==> src/design/i2cbb_pkg.sv <==
// ----------------------------------------------------------------------------
// i2cbb_pkg
// Types and constants shared by the I2C bit-bang master files.
// ----------------------------------------------------------------------------
`default_nettype none

package i2cbb_pkg;

  localparam int unsigned HALF_W = 16;
  localparam int unsigned TICK_W = HALF_W + 1;
  localparam logic [HALF_W-1:0] HALF_RESET = 16'd31;

  // command codes carried in the mode field
  typedef enum logic [2:0] {
    MODE_START = 3'd0,
    MODE_STOP  = 3'd1,
    MODE_WRITE = 3'd2,
    MODE_READ  = 3'd3,
    MODE_ACK   = 3'd4,
    MODE_NACK  = 3'd5,
    MODE_RACK  = 3'd6
  } mode_t;

  // sequencer state: idle or the command being run
  typedef enum logic [2:0] {
    ST_IDLE,
    ST_START,
    ST_STOP,
    ST_WRITE,
    ST_READ,
    ST_ACK,
    ST_NACK,
    ST_RACK
  } state_t;

  typedef struct packed {
    logic       cmd_valid;
    logic [2:0] mode;
    logic [7:0] tx_byte;
    logic       sda_in;
  } item_t;

  typedef struct packed {
    logic       scl;
    logic       sda_out;
    logic       sda_oe;
    logic       busy_res;
    logic       done_res;
    logic [7:0] rx_byte;
    logic       ack_ok;
  } res_t;

endpackage

`default_nettype wire

==> src/design/i2cbb_if.sv <==
// ----------------------------------------------------------------------------
// i2cbb_in_if / i2cbb_out_if
// Valid/ready channels for tick items and pin results.
// ----------------------------------------------------------------------------
`default_nettype none

interface i2cbb_in_if;
  logic       valid;
  logic       ready;
  logic       cmd_valid;
  logic [2:0] mode;
  logic [7:0] tx_byte;
  logic       sda_in;

  modport source (output valid, output cmd_valid, output mode, output tx_byte,
                  output sda_in, input ready);
  modport sink (input valid, input cmd_valid, input mode, input tx_byte,
                input sda_in, output ready);
endinterface

interface i2cbb_out_if;
  logic       valid;
  logic       ready;
  logic       scl;
  logic       sda_out;
  logic       sda_oe;
  logic       busy_res;
  logic       done_res;
  logic [7:0] rx_byte;
  logic       ack_ok;

  modport source (output valid, output scl, output sda_out, output sda_oe,
                  output busy_res, output done_res, output rx_byte,
                  output ack_ok, input ready);
  modport sink (input valid, input scl, input sda_out, input sda_oe,
                input busy_res, input done_res, input rx_byte, input ack_ok,
                output ready);
endinterface

`default_nettype wire

==> src/design/i2cbb_engine.sv <==
// ----------------------------------------------------------------------------
// i2cbb_engine
// Bus sequencer: phase timing, pin levels, shift register and ack flag.
// ----------------------------------------------------------------------------
`default_nettype none

module i2cbb_engine (
  input  wire logic                       clk,
  input  wire logic                       rst,
  input  wire logic                       step,
  input  wire i2cbb_pkg::item_t           item,
  input  wire logic [i2cbb_pkg::HALF_W-1:0] half_ticks,
  output i2cbb_pkg::res_t                 result
);
  import i2cbb_pkg::*;

  state_t            state, state_next;
  logic [1:0]        sub, sub_next;
  logic [2:0]        bit_idx, bit_idx_next;
  logic [TICK_W-1:0] tick, tick_next;
  logic [7:0]        shift, shift_next;
  logic              scl_level, scl_level_next;
  logic              sda_level, sda_level_next;
  logic              sda_enable, sda_enable_next;
  logic              ack_flag, ack_flag_next;

  state_t            cur;
  logic [1:0]        sub_c;
  logic [2:0]        bit_c;
  logic [TICK_W-1:0] tick_c, tick_inc, dur;
  logic [HALF_W-1:0] h;
  logic              scl_c, sda_c, oe_c;
  logic              last, sample, rel, busy, done;

  always_ff @(posedge clk) begin
    if (rst) begin
      state      <= ST_IDLE;
      sub        <= '0;
      bit_idx    <= '0;
      tick       <= '0;
      shift      <= '0;
      scl_level  <= 1'b1;
      sda_level  <= 1'b1;
      sda_enable <= 1'b1;
      ack_flag   <= 1'b0;
    end else if (step) begin
      state      <= state_next;
      sub        <= sub_next;
      bit_idx    <= bit_idx_next;
      tick       <= tick_next;
      shift      <= shift_next;
      scl_level  <= scl_level_next;
      sda_level  <= sda_level_next;
      sda_enable <= sda_enable_next;
      ack_flag   <= ack_flag_next;
    end
  end

  assign h        = (half_ticks == '0) ? HALF_W'(1) : half_ticks;
  assign tick_inc = tick_c + TICK_W'(1);

  always_comb begin
    cur        = state;
    sub_c      = sub;
    bit_c      = bit_idx;
    tick_c     = tick;
    shift_next = shift;
    ack_flag_next = ack_flag;

    // a command is taken only while idle
    if (state == ST_IDLE && item.cmd_valid) begin
      case (item.mode)
        MODE_START: cur = ST_START;
        MODE_STOP:  cur = ST_STOP;
        MODE_WRITE: begin
          cur        = ST_WRITE;
          shift_next = item.tx_byte;
        end
        MODE_READ: begin
          cur        = ST_READ;
          shift_next = '0;
        end
        MODE_ACK:   cur = ST_ACK;
        MODE_NACK:  cur = ST_NACK;
        MODE_RACK:  cur = ST_RACK;
        default:    cur = ST_IDLE;
      endcase
      sub_c  = '0;
      bit_c  = '0;
      tick_c = '0;
    end

    scl_c  = scl_level;
    sda_c  = sda_level;
    oe_c   = sda_enable;
    dur    = {1'b0, h};
    last   = 1'b0;
    sample = 1'b0;
    rel    = 1'b0;
    busy   = 1'b1;

    unique case (cur)
      ST_IDLE: busy = 1'b0;
      ST_START: begin
        scl_c = (sub_c != 2'd2);
        sda_c = (sub_c == 2'd0);
        oe_c  = 1'b1;
        last  = (sub_c == 2'd2);
      end
      ST_STOP: begin
        scl_c = (sub_c != 2'd0);
        sda_c = (sub_c == 2'd2);
        oe_c  = 1'b1;
        last  = (sub_c == 2'd2);
      end
      ST_WRITE, ST_ACK, ST_NACK: begin
        scl_c = (sub_c == 2'd1);
        if (sub_c == 2'd1) dur = {h, 1'b0};
        // msb first: bit index counts up, so select the inverted index
        if (cur == ST_WRITE) sda_c = shift_next[~bit_c];
        else sda_c = (cur == ST_NACK);
        oe_c = 1'b1;
        last = (sub_c == 2'd2) && ((cur != ST_WRITE) || (bit_c == 3'd7));
      end
      ST_READ, ST_RACK: begin
        scl_c  = (sub_c == 2'd1) || (sub_c == 2'd2);
        sda_c  = 1'b0;
        oe_c   = 1'b0;
        sample = (sub_c == 2'd1);
        rel    = 1'b1;
        last   = (sub_c == 2'd3) && ((cur != ST_READ) || (bit_c == 3'd7));
      end
      default: busy = 1'b0;
    endcase

    state_next      = cur;
    sub_next        = sub_c;
    bit_idx_next    = bit_c;
    tick_next       = tick_c;
    scl_level_next  = scl_c;
    sda_level_next  = sda_c;
    sda_enable_next = oe_c;
    done            = 1'b0;

    if (busy) begin
      tick_next = tick_inc;
      if (tick_inc >= dur) begin
        tick_next = '0;
        if (sample) begin
          if (cur == ST_READ) shift_next = {shift_next[6:0], item.sda_in};
          else ack_flag_next = ~item.sda_in;
        end
        if (last) begin
          state_next   = ST_IDLE;
          sub_next     = '0;
          bit_idx_next = '0;
          done         = 1'b1;
          // after a read or an ack read the line is driven low again
          if (rel) begin
            sda_enable_next = 1'b1;
            sda_level_next  = 1'b0;
          end
        end else if ((cur == ST_WRITE || cur == ST_ACK || cur == ST_NACK)
                     && sub_c == 2'd2) begin
          sub_next     = '0;
          bit_idx_next = bit_c + 3'd1;
        end else if (rel && sub_c == 2'd3) begin
          sub_next     = '0;
          bit_idx_next = bit_c + 3'd1;
        end else begin
          sub_next = sub_c + 2'd1;
        end
      end
    end

    result.scl      = scl_c;
    result.sda_out  = sda_c;
    result.sda_oe   = oe_c;
    result.busy_res = busy;
    result.done_res = done;
    result.rx_byte  = shift_next;
    result.ack_ok   = ack_flag_next;
  end

endmodule

`default_nettype wire

==> src/design/i2c_bit_bang_master.sv <==
// ----------------------------------------------------------------------------
// i2c_bit_bang_master
// I2C master driven one clock tick per item, yielding pin levels and status.
// ----------------------------------------------------------------------------
//  channel  dir   handshake    carries
//  cmd      in    valid/ready  cmd_valid, mode, tx_byte, sda_in
//  res      out   valid/ready  scl, sda_out, sda_oe, busy_res, done_res,
//                              rx_byte, ack_ok
//  cfg      in    cfg_we       half_ticks
//
//  one item per cycle while res does not stall; an item is held in the input
//  register, then stepped through the sequencer into the result register
//  a stall on res holds both registers and drops cmd.ready in the same cycle
//  reset leaves the bus idle with both lines high and half_ticks at 31
// ----------------------------------------------------------------------------
`default_nettype none

module i2c_bit_bang_master (
  input  wire logic                        clk,
  input  wire logic                        rst,
  input  wire logic                        cfg_we,
  input  wire logic [i2cbb_pkg::HALF_W-1:0] cfg_wdata,
  i2cbb_in_if.sink                         cmd,
  i2cbb_out_if.source                      res
);
  import i2cbb_pkg::*;

  logic              in_valid;
  item_t             in_item;
  logic              out_valid;
  res_t              out_res;
  res_t              step_res;
  logic              adv;
  logic [HALF_W-1:0] half_ticks;

  assign adv       = in_valid && (!out_valid || res.ready);
  assign cmd.ready = !in_valid || adv;

  always_ff @(posedge clk) begin
    if (rst) half_ticks <= HALF_RESET;
    else if (cfg_we) half_ticks <= cfg_wdata;
  end

  always_ff @(posedge clk) begin
    if (rst) begin
      in_valid <= 1'b0;
    end else if (cmd.ready) begin
      in_valid <= cmd.valid;
    end
  end

  always_ff @(posedge clk) begin
    if (cmd.ready && cmd.valid) begin
      in_item <= '{cmd_valid: cmd.cmd_valid, mode: cmd.mode,
                   tx_byte: cmd.tx_byte, sda_in: cmd.sda_in};
    end
  end

  i2cbb_engine u_engine (
    .clk        (clk),
    .rst        (rst),
    .step       (adv),
    .item       (in_item),
    .half_ticks (half_ticks),
    .result     (step_res)
  );

  always_ff @(posedge clk) begin
    if (rst) begin
      out_valid <= 1'b0;
    end else if (!out_valid || res.ready) begin
      out_valid <= in_valid;
    end
  end

  always_ff @(posedge clk) begin
    if (adv) out_res <= step_res;
  end

  assign res.valid    = out_valid;
  assign res.scl      = out_res.scl;
  assign res.sda_out  = out_res.sda_out;
  assign res.sda_oe   = out_res.sda_oe;
  assign res.busy_res = out_res.busy_res;
  assign res.done_res = out_res.done_res;
  assign res.rx_byte  = out_res.rx_byte;
  assign res.ack_ok   = out_res.ack_ok;

endmodule

`default_nettype wire

==> src/flat_wrapper.sv <==
// flat-port wrapper written by rule: the top's interface ports become plain ports
module i2c_bit_bang_master_flat import i2cbb_pkg::*;
  (clk, rst, cfg_we, cfg_wdata, cmd_valid, cmd_cmd_valid, cmd_mode, cmd_tx_byte, cmd_sda_in, cmd_ready, res_valid, res_scl, res_sda_out, res_sda_oe, res_busy_res, res_done_res, res_rx_byte, res_ack_ok, res_ready);
  i2cbb_in_if cmd_i ();
  i2cbb_out_if res_i ();
  input  wire logic clk;
  input  wire logic rst;
  input  wire logic cfg_we;
  input  wire logic [i2cbb_pkg::HALF_W-1:0] cfg_wdata;
  input wire logic [$bits(cmd_i.valid)-1:0] cmd_valid;
  input wire logic [$bits(cmd_i.cmd_valid)-1:0] cmd_cmd_valid;
  input wire logic [$bits(cmd_i.mode)-1:0] cmd_mode;
  input wire logic [$bits(cmd_i.tx_byte)-1:0] cmd_tx_byte;
  input wire logic [$bits(cmd_i.sda_in)-1:0] cmd_sda_in;
  output wire logic [$bits(cmd_i.ready)-1:0] cmd_ready;
  output wire logic [$bits(res_i.valid)-1:0] res_valid;
  output wire logic [$bits(res_i.scl)-1:0] res_scl;
  output wire logic [$bits(res_i.sda_out)-1:0] res_sda_out;
  output wire logic [$bits(res_i.sda_oe)-1:0] res_sda_oe;
  output wire logic [$bits(res_i.busy_res)-1:0] res_busy_res;
  output wire logic [$bits(res_i.done_res)-1:0] res_done_res;
  output wire logic [$bits(res_i.rx_byte)-1:0] res_rx_byte;
  output wire logic [$bits(res_i.ack_ok)-1:0] res_ack_ok;
  input wire logic [$bits(res_i.ready)-1:0] res_ready;
  assign cmd_i.valid = cmd_valid;
  assign cmd_i.cmd_valid = cmd_cmd_valid;
  assign cmd_i.mode = cmd_mode;
  assign cmd_i.tx_byte = cmd_tx_byte;
  assign cmd_i.sda_in = cmd_sda_in;
  assign cmd_ready = cmd_i.ready;
  assign res_valid = res_i.valid;
  assign res_scl = res_i.scl;
  assign res_sda_out = res_i.sda_out;
  assign res_sda_oe = res_i.sda_oe;
  assign res_busy_res = res_i.busy_res;
  assign res_done_res = res_i.done_res;
  assign res_rx_byte = res_i.rx_byte;
  assign res_ack_ok = res_i.ack_ok;
  assign res_i.ready = res_ready;
  i2c_bit_bang_master u_core (.clk(clk), .rst(rst), .cfg_we(cfg_we), .cfg_wdata(cfg_wdata), .cmd(cmd_i), .res(res_i));
endmodule
==> config.mk <==
export PLATFORM = sky130hd
export DESIGN_NAME = i2c_bit_bang_master_flat
export DESIGN_NICKNAME = d
export VERILOG_FILES = /design/src/design/i2cbb_pkg.sv /design/src/design/i2cbb_if.sv /design/src/design/i2cbb_engine.sv /design/src/design/i2c_bit_bang_master.sv /design/src/flat_wrapper.sv
export SDC_FILE = /design/constraint.sdc
export NUM_CORES = 1
export LEC_CHECK = 0
export BUFFER_PORTS_ARGS = -buffer_cell sky130_fd_sc_hd__buf_4
export CAP_MARGIN = 20
export CORE_MARGIN = 2
export CORE_UTILIZATION = 53
export DETAILED_ROUTE_END_ITERATION = 16
export PLACE_DENSITY = 0.73
export RECOVER_POWER = 50
export SLEW_MARGIN = 10
export SYNTH_ARGS = -nofsm -noshare
export SYNTH_HDL_FRONTEND = slang
export SYNTH_HIERARCHICAL = 1
export SYNTH_SLANG_ARGS = --single-unit
export TNS_END_PERCENT = 10
==> constraint.sdc <==
create_clock -name clk -period 9.8 [get_ports clk]
set_input_delay 0.49 -clock clk [delete_from_list [all_inputs] [get_ports clk]]
set_output_delay 0.49 -clock clk [all_outputs]
set_load 0.02 [all_outputs]
Word level (Yosys, flattened, before mapping)
Index checks and enable logic that the tools add are counted.
{"block": "word_totals", "elab_cells": 130, "out_inout_bits": 16, "regBits": 82}
{"block": "classes", "n_bitwise": 3, "n_reduce_logical": 27, "n_addsub": 3, "order_cmp": 2, "n_eq_ne": 20, "muxes": 52}
{"op": "$mux W17", "n": 5}
{"op": "$mux W8", "n": 5}
{"op": "$mux W3", "n": 10}
{"op": "$eq A3 B3 Y1 const B", "n": 8}
{"op": "$pmux W3 S7", "n": 1}
{"op": "$mux W1", "n": 18}
{"op": "$add A17 B1 Y17 const B", "n": 1}
{"op": "$ge A17 B17 Y1", "n": 1}
{"op": "$logic_not A16 Y1", "n": 1}
{"op": "$mux W16", "n": 1}
{"op": "$pmux W8 S2", "n": 1}
{"op": "$eq A3 B2 Y1 const B", "n": 4}
{"op": "$mux W2", "n": 6}
{"op": "$logic_not A3 Y1", "n": 3}
{"op": "$pmux W1 S4", "n": 2}
{"op": "$logic_and A1 B1 Y1", "n": 7}
{"op": "$logic_or A1 B1 Y1", "n": 7}
{"op": "$eq A3 B1 Y1 const B", "n": 2}
{"op": "$reduce_or A2 Y1", "n": 3}
{"op": "$reduce_or A5 Y1", "n": 1}
{"op": "$eq A2 B2 Y1 const B", "n": 2}
{"op": "$lt A3 B4 Y1 const B", "n": 1}
{"op": "$add A3 B1 Y3 const B", "n": 1}
{"op": "$bmux W1 S3", "n": 1}
{"op": "other kinds (13)", "n": 15}

Longest topological paths before layout
{"block": "depth", "depth_word": 12, "ltp_mapped": 19, "mapped_depth_nobuf": 16}

Cells and area by module
Netlist, hierarchy kept.
{"module": "i2cbb_engine", "cells_each": 413, "area_each_um2": 3221.8, "instances": 1, "seq_area_each_um2": 740.7}
{"module": "i2c_bit_bang_master", "cells_each": 89, "area_each_um2": 1490.2, "instances": 1, "seq_area_each_um2": 1171.1}

Worst setup path before layout
Ideal clock, no wire load.
{"block": "synth_path", "kind": "reg-to-reg", "startpoint": "register u_core.u_engine.state[2]", "endpoint": "register u_core.out_res (netlist bit u_core/res.ack_ok), data pin", "path_slack_ps": 5179, "stages_incl_launch_ff": 19, "arrival_time_ps": 4369, "setup_ps": 251, "path_cell_list": "dfxtp_1 > or4b_1 > clkbuf_1 > clkbuf_1 > nand2_1 > inv_1 > ha_1 > nand3_1 > buf_2 > mux2i_1 > ha_1 > and3_1 > a221o_1 > a21oi_1 > o21ai_1 > or2_2 > nand3_1 > mux2_2 > buf_4"}
{"block": "synth_between", "elab_chain_cells": 9, "word_cells_on_any_way": 23, "cone_classes": "add/sub: 1; order compare: 1; eq/ne: 6; mux: 10; reduce/logical: 5"}
{"element": "start, declared", "line_no": "i2cbb_engine.sv:17", "rtl": "state_t state, state_next;"}
{"element": "start signal, assigned", "line_no": "i2cbb_engine.sv:47", "rtl": "state <= state_next;"}
{"element": "parallel branches: the longest is 8 deep, another holds $add A17 B1 Y17"}
{"element": "$mux W1 (*)", "line_no": "i2cbb_engine.sv:145", "rtl": "if (busy) begin"}
{"element": "via u_core.u_engine.ack_flag_next", "line_no": "i2cbb_engine.sv:25", "rtl": "logic ack_flag, ack_flag_next;"}
{"element": "end signal, assigned", "line_no": "i2c_bit_bang_master.sv:77", "rtl": "if (adv) out_res <= step_res;"}
{"element": "end, declared", "line_no": "i2c_bit_bang_master.sv:31", "rtl": "res_t out_res;"}
Mark *: on every way through the listed nets, which the timed path passes.
A chain may end at the register's enable or synchronous reset.

Worst setup path after layout
{"block": "layout_path", "startpoint": "register u_core/in_item[12] (netlist name)", "endpoint": "register u_core.u_engine.shift[2]"}
{"block": "layout_between", "elab_chain_cells": 8, "word_cells_on_any_way": 23, "cone_classes": "add/sub: 1; order compare: 1; eq/ne: 6; mux: 11; reduce/logical: 4"}
{"element": "start, declared", "line_no": "i2c_bit_bang_master.sv:29", "rtl": "item_t in_item;"}
{"element": "start signal, assigned", "line_no": "i2c_bit_bang_master.sv:54", "rtl": "in_item <= '{cmd_valid: cmd.cmd_valid, mode: cmd.mode,"}
{"element": "$logic_and A1 B1 Y1 (*)", "line_no": "i2cbb_engine.sv:71", "rtl": "if (state == ST_IDLE && item.cmd_valid) begin"}
{"element": "parallel branches: the longest is 6 deep, another holds $add A17 B1 Y17"}
{"element": "$mux W8 (*)", "line_no": "i2cbb_engine.sv:145"}
{"element": "end signal, assigned", "line_no": "i2cbb_engine.sv:51", "rtl": "shift <= shift_next;"}
{"element": "end, declared", "line_no": "i2cbb_engine.sv:21", "rtl": "logic [7:0] shift, shift_next;"}
Mark *: on every way between the ends.

==> flow_metrics.py <==
metrics = {
    "timing": {
        "fin_tns_setup_ns": 0,
        "relSlewSlack": -0.530,
        "min_period_over_period": 0.558,
        "final_setup_violating_endpoints": 0,
        "hold_viol": 0,
        "whs_ns": 0.319,
        "final_count_of_pins_violating_max_slew": 85,
        "clock.fmax_ghz": 0.183,
        "final.min_clock_period_ns": 5.47,
        "finalWorstSetupSlack_ns": 4.33,
        "tightest_slew_ns": 2.30,
        "setup_repair_after_global_routing_missed_its_margin": "false",
        "worst_clock_skew_ns": 0.0106,
    },
    "placed_design": {
        "dp_hpwl_mm": 7.76,
        "gp_congestion": 0.955,
        "port_buffer_count": 49,
        "pre_cts_ws_ns": 4.53,
        "placed_cells": 634,
    },
    "critical_path": {
        "crit_path_start": "u_core/in_item[12]",
        "timing.reg2reg.setup_slack_ns": 4.33,
        "worstSetupEndpoint": "u_core/u_engine/shift[2]",
        "series_of_cell_instances_along_the_critical_path": "or4b_1, nand2_1, ha_1, nand3_1, mux2i_1, ha_1, and3_1, a221o_1, a21oi_1, o21ai_1, o21ai_2, mux2i_1, o21ai_0",
        "crit_path_start_kind": "flop",
        "critPathMaxStageDelay_ns": 0.93,
        "crit_path_max_fanout": 19,
        "rr_endpoint": "u_core/u_engine/shift[2]",
        "slowest_stage": "o21ai_2",
        "crit_required_ns": 9.96,
        "worstRegToRegCells": 13,
        "regToRegStartpoint": "u_core/in_item[12]",
        "cp-end-kind": "flop",
        "cp_data_arrival_time_ns": 5.63,
        "worst-setup-path-type": "reg -> reg",
    },
    "pwr": {
        "post-layout-total-power_uw": 687,
        "irDropWorstVdd_v": 0.000104,
        "power.density_cell_area_nw_per_um2": 131,
        "power.leakage_nw": 2.22,
    },
    "finish": {
        "filler_cell_count": 776,
        "final_net_count": 595,
        "mostFrequentLayoutCell": "nor2_1",
        "leading_cell_types_in_the_layout_fill_and_taps_excluded": "66 x nor2_1, 55 x dfxtp_1, 41 x mux2i_1",
        "area_growth_pct": 11.0,
        "finish.cell_count_without_fillers": 650,
        "layout.area.seq_um2": 1910,
        "multi_input_comb_area_um2": 2540,
        "drive_gt1_frac": 0.144,
        "num_antenna_cells": 0,
    },
    "clock_network": {
        "cts_tree": "yes",
        "cts-htree-levels": 3,
        "clock_sink_count": 82,
        "cts_buffer_depth": 2,
        "cts_made_buffers": 9,
        "cts.repair.resized": 0,
        "post_cts.repair.setup_buffers": 0,
        "later_pin_clock_latency_in_the_skew_report_ns": 0.36,
        "cts_hold_buffers": 0,
        "root_buffer": "clkbuf_8",
        "cts_clk_pin_slew_worst_paths_ns": 0.09,
    },
    "global_route": {
        "grt_antenna_before_repair": 0,
        "grt_first_pass_wirelength_mm": 17.9,
        "met1_usage_grt": 0.344,
        "grt_util_met2": 0.327,
        "grt.met3_usage": 0.0358,
        "via_count_of_the_first_global_routing_pass": 3669,
        "grt_overflow": 0,
        "grt_busiest_layer": "met1",
        "overall_fraction_of_global_route_tracks_in_use": 0.227,
        "grt_start_max_net_pins": 52,
    },
    "logic_synthesis": {
        "mappedNetlistNets": 560,
        "synth_edf_count": 27,
        "postSynthAreaPerCell_um2": 9.39,
        "synth-seq-cells": 82,
        "synth_seq_area_share": 0.406,
        "synthesis.area_um2": 4710,
        "predominant_post_synthesis_flop_cell": "dfxtp_1",
        "share_of_async_settable_or_async_resettable_flops_after_synthesis": 0,
        "synthDistinctLibCells": 69,
        "synthesis.instances": 502,
        "yosys_warnings": 6,
    },
    "min_path": {
        "min-delay-path-class": "in -> reg",
    },
    "run_status": {
        "violations_in_the_final_reports": "capacitance limit, slew limit",
        "outcome": "finished, violations left",
    },
    "die": {
        "die_width_um": 98.3,
        "dieHeight_um": 98.3,
        "die-area_um2": 9660,
        "starting_density_of_the_core": 0.543,
        "ios": 50,
        "core_area_um2": 8680,
        "fp-row-count": 34,
    },
    "drt": {
        "num_vias": 3935,
        "detailedRoute.firstPassIterationCount": 7,
        "antenna_violating_nets_post_route": 0,
        "route.final.wire_length_mm": 11.0,
        "viasPerCell": 6.05,
        "detail_route.iter0.violations": 306,
        "route.detailed.wl_per_inst_um": 16.9,
        "drt_drc_violations_left": 0,
    },
    "flow_run": {
        "maxCapViolations": 2,
    },
}
## logic make-up after synthesis
group | count (synthesis) | synth area share
DFF | 82 | 0.406
and+or+nand+nor | 171 | 0.187
xor gates and xnor gates | 13 | 0.0242
adders and majority gates | 24 | 0.0637
buffers and inverters | 54 | 0.0547
muxes | 44 | 0.0967
AOI/OAI and AO/OA | 114 | 0.168
## area by class of cell
class	count	area share
clock buffers	10	0.0244
inverters	25	0.0179
clock inverters	6	0.00837
flip-flops and latches	82	0.366
repair buffers	53	0.0718
well taps	108	0.0258
multi-input cells	366	0.486
## power by group
group	total [mW]	switching [mW]	internal (mW)	leakage, nW
Clock	0.221	0.129	0.0920	0.0761
Combinational	0.0903	0.0535	0.0368	1.44
Sequential	0.376	0.0109	0.365	0.709
Total	0.687	0.193	0.494	2.22
## routing by layer
layer / vias up / part of all wire
met5: - / 0
met4: 0 / 0.016
met3: 19 / 0.068
met2: 176 / 0.43
met1: 1840 / 0.49
li1: 1900 / -
## flip-flops by register name, indices dropped and copies added (netlist names), 2 cells and up
signal and flops:
u_core/in_item 13, u_core/u_engine/shift 8, u_core/half_ticks 16, u_core/u_engine/sub 2, u_core/u_engine/tick 17, u_core/res.rx_byte 8, u_core/u_engine/bit_idx 3, u_core/u_engine/state 3
## how the worst min path moves through the flow
stage | from | endpoint | cells after the start
finish | cmd_sda_in | u_core/in_item[0] | 1
global route | cmd_cmd_valid | u_core/in_item[12] | 1
CTS | cmd_sda_in | u_core/in_item[0] | 1
detailed placement | u_core/in_valid | u_core/res.valid | 2
global placement | u_core/in_valid | u_core/res.valid | 2
floorplan | u_core/u_engine/sub[1] | u_core/u_engine/sub[1] | 2
## synthesized netlist by cell type (4+ instances only)
cell      instances  area share
nor2_1           66       0.053
nor3_1            8      0.0085
and2_1           11       0.015
nand2_1          25       0.020
dfxtp_1          55        0.23
inv_1            24       0.019
a211o_1           5      0.0093
o32ai_1           4      0.0074
o31ai_1           6      0.0096
a21oi_1          28       0.030
nor2b_1           5      0.0066
nand3_1          13       0.014
nor3b_1           8       0.013
and3_1            8       0.011
nor4_1            5      0.0066
buf_2             7      0.0074
o21ai_0          17       0.018
a211oi_1          4      0.0064
a22oi_1          12       0.019
xnor2_1           9       0.017
mux2i_1          41       0.087
ha_1             24       0.064
buf_4             6      0.0096
xor2_1            4      0.0074
clkbuf_1         13       0.010
nand4_1           4      0.0053
edfxtp_1         27        0.17
## worst max-delay path: cells and delay by family (launching register included)
kind | cells | cell delay [ns]
multiplexers | 2 | 0.66
AND/OR/NAND/NOR | 4 | 1.87
AO/OA/AOI/OAI | 5 | 1.74
adder cells (fa/ha/maj) | 2 | 0.52
flip-flops | 1 | 0.46
## through the flow
stage	instance area [um^2]	util
2_1_floorplan	4710	-
3_3_place_gp	5080	0.585
3_5_place_dp	5080	0.585
4_1_cts	5250	0.605
5_1_grt	5230	0.603
6_report	5230	0.603
Note: power is estimated with default switching activity, not from simulation.
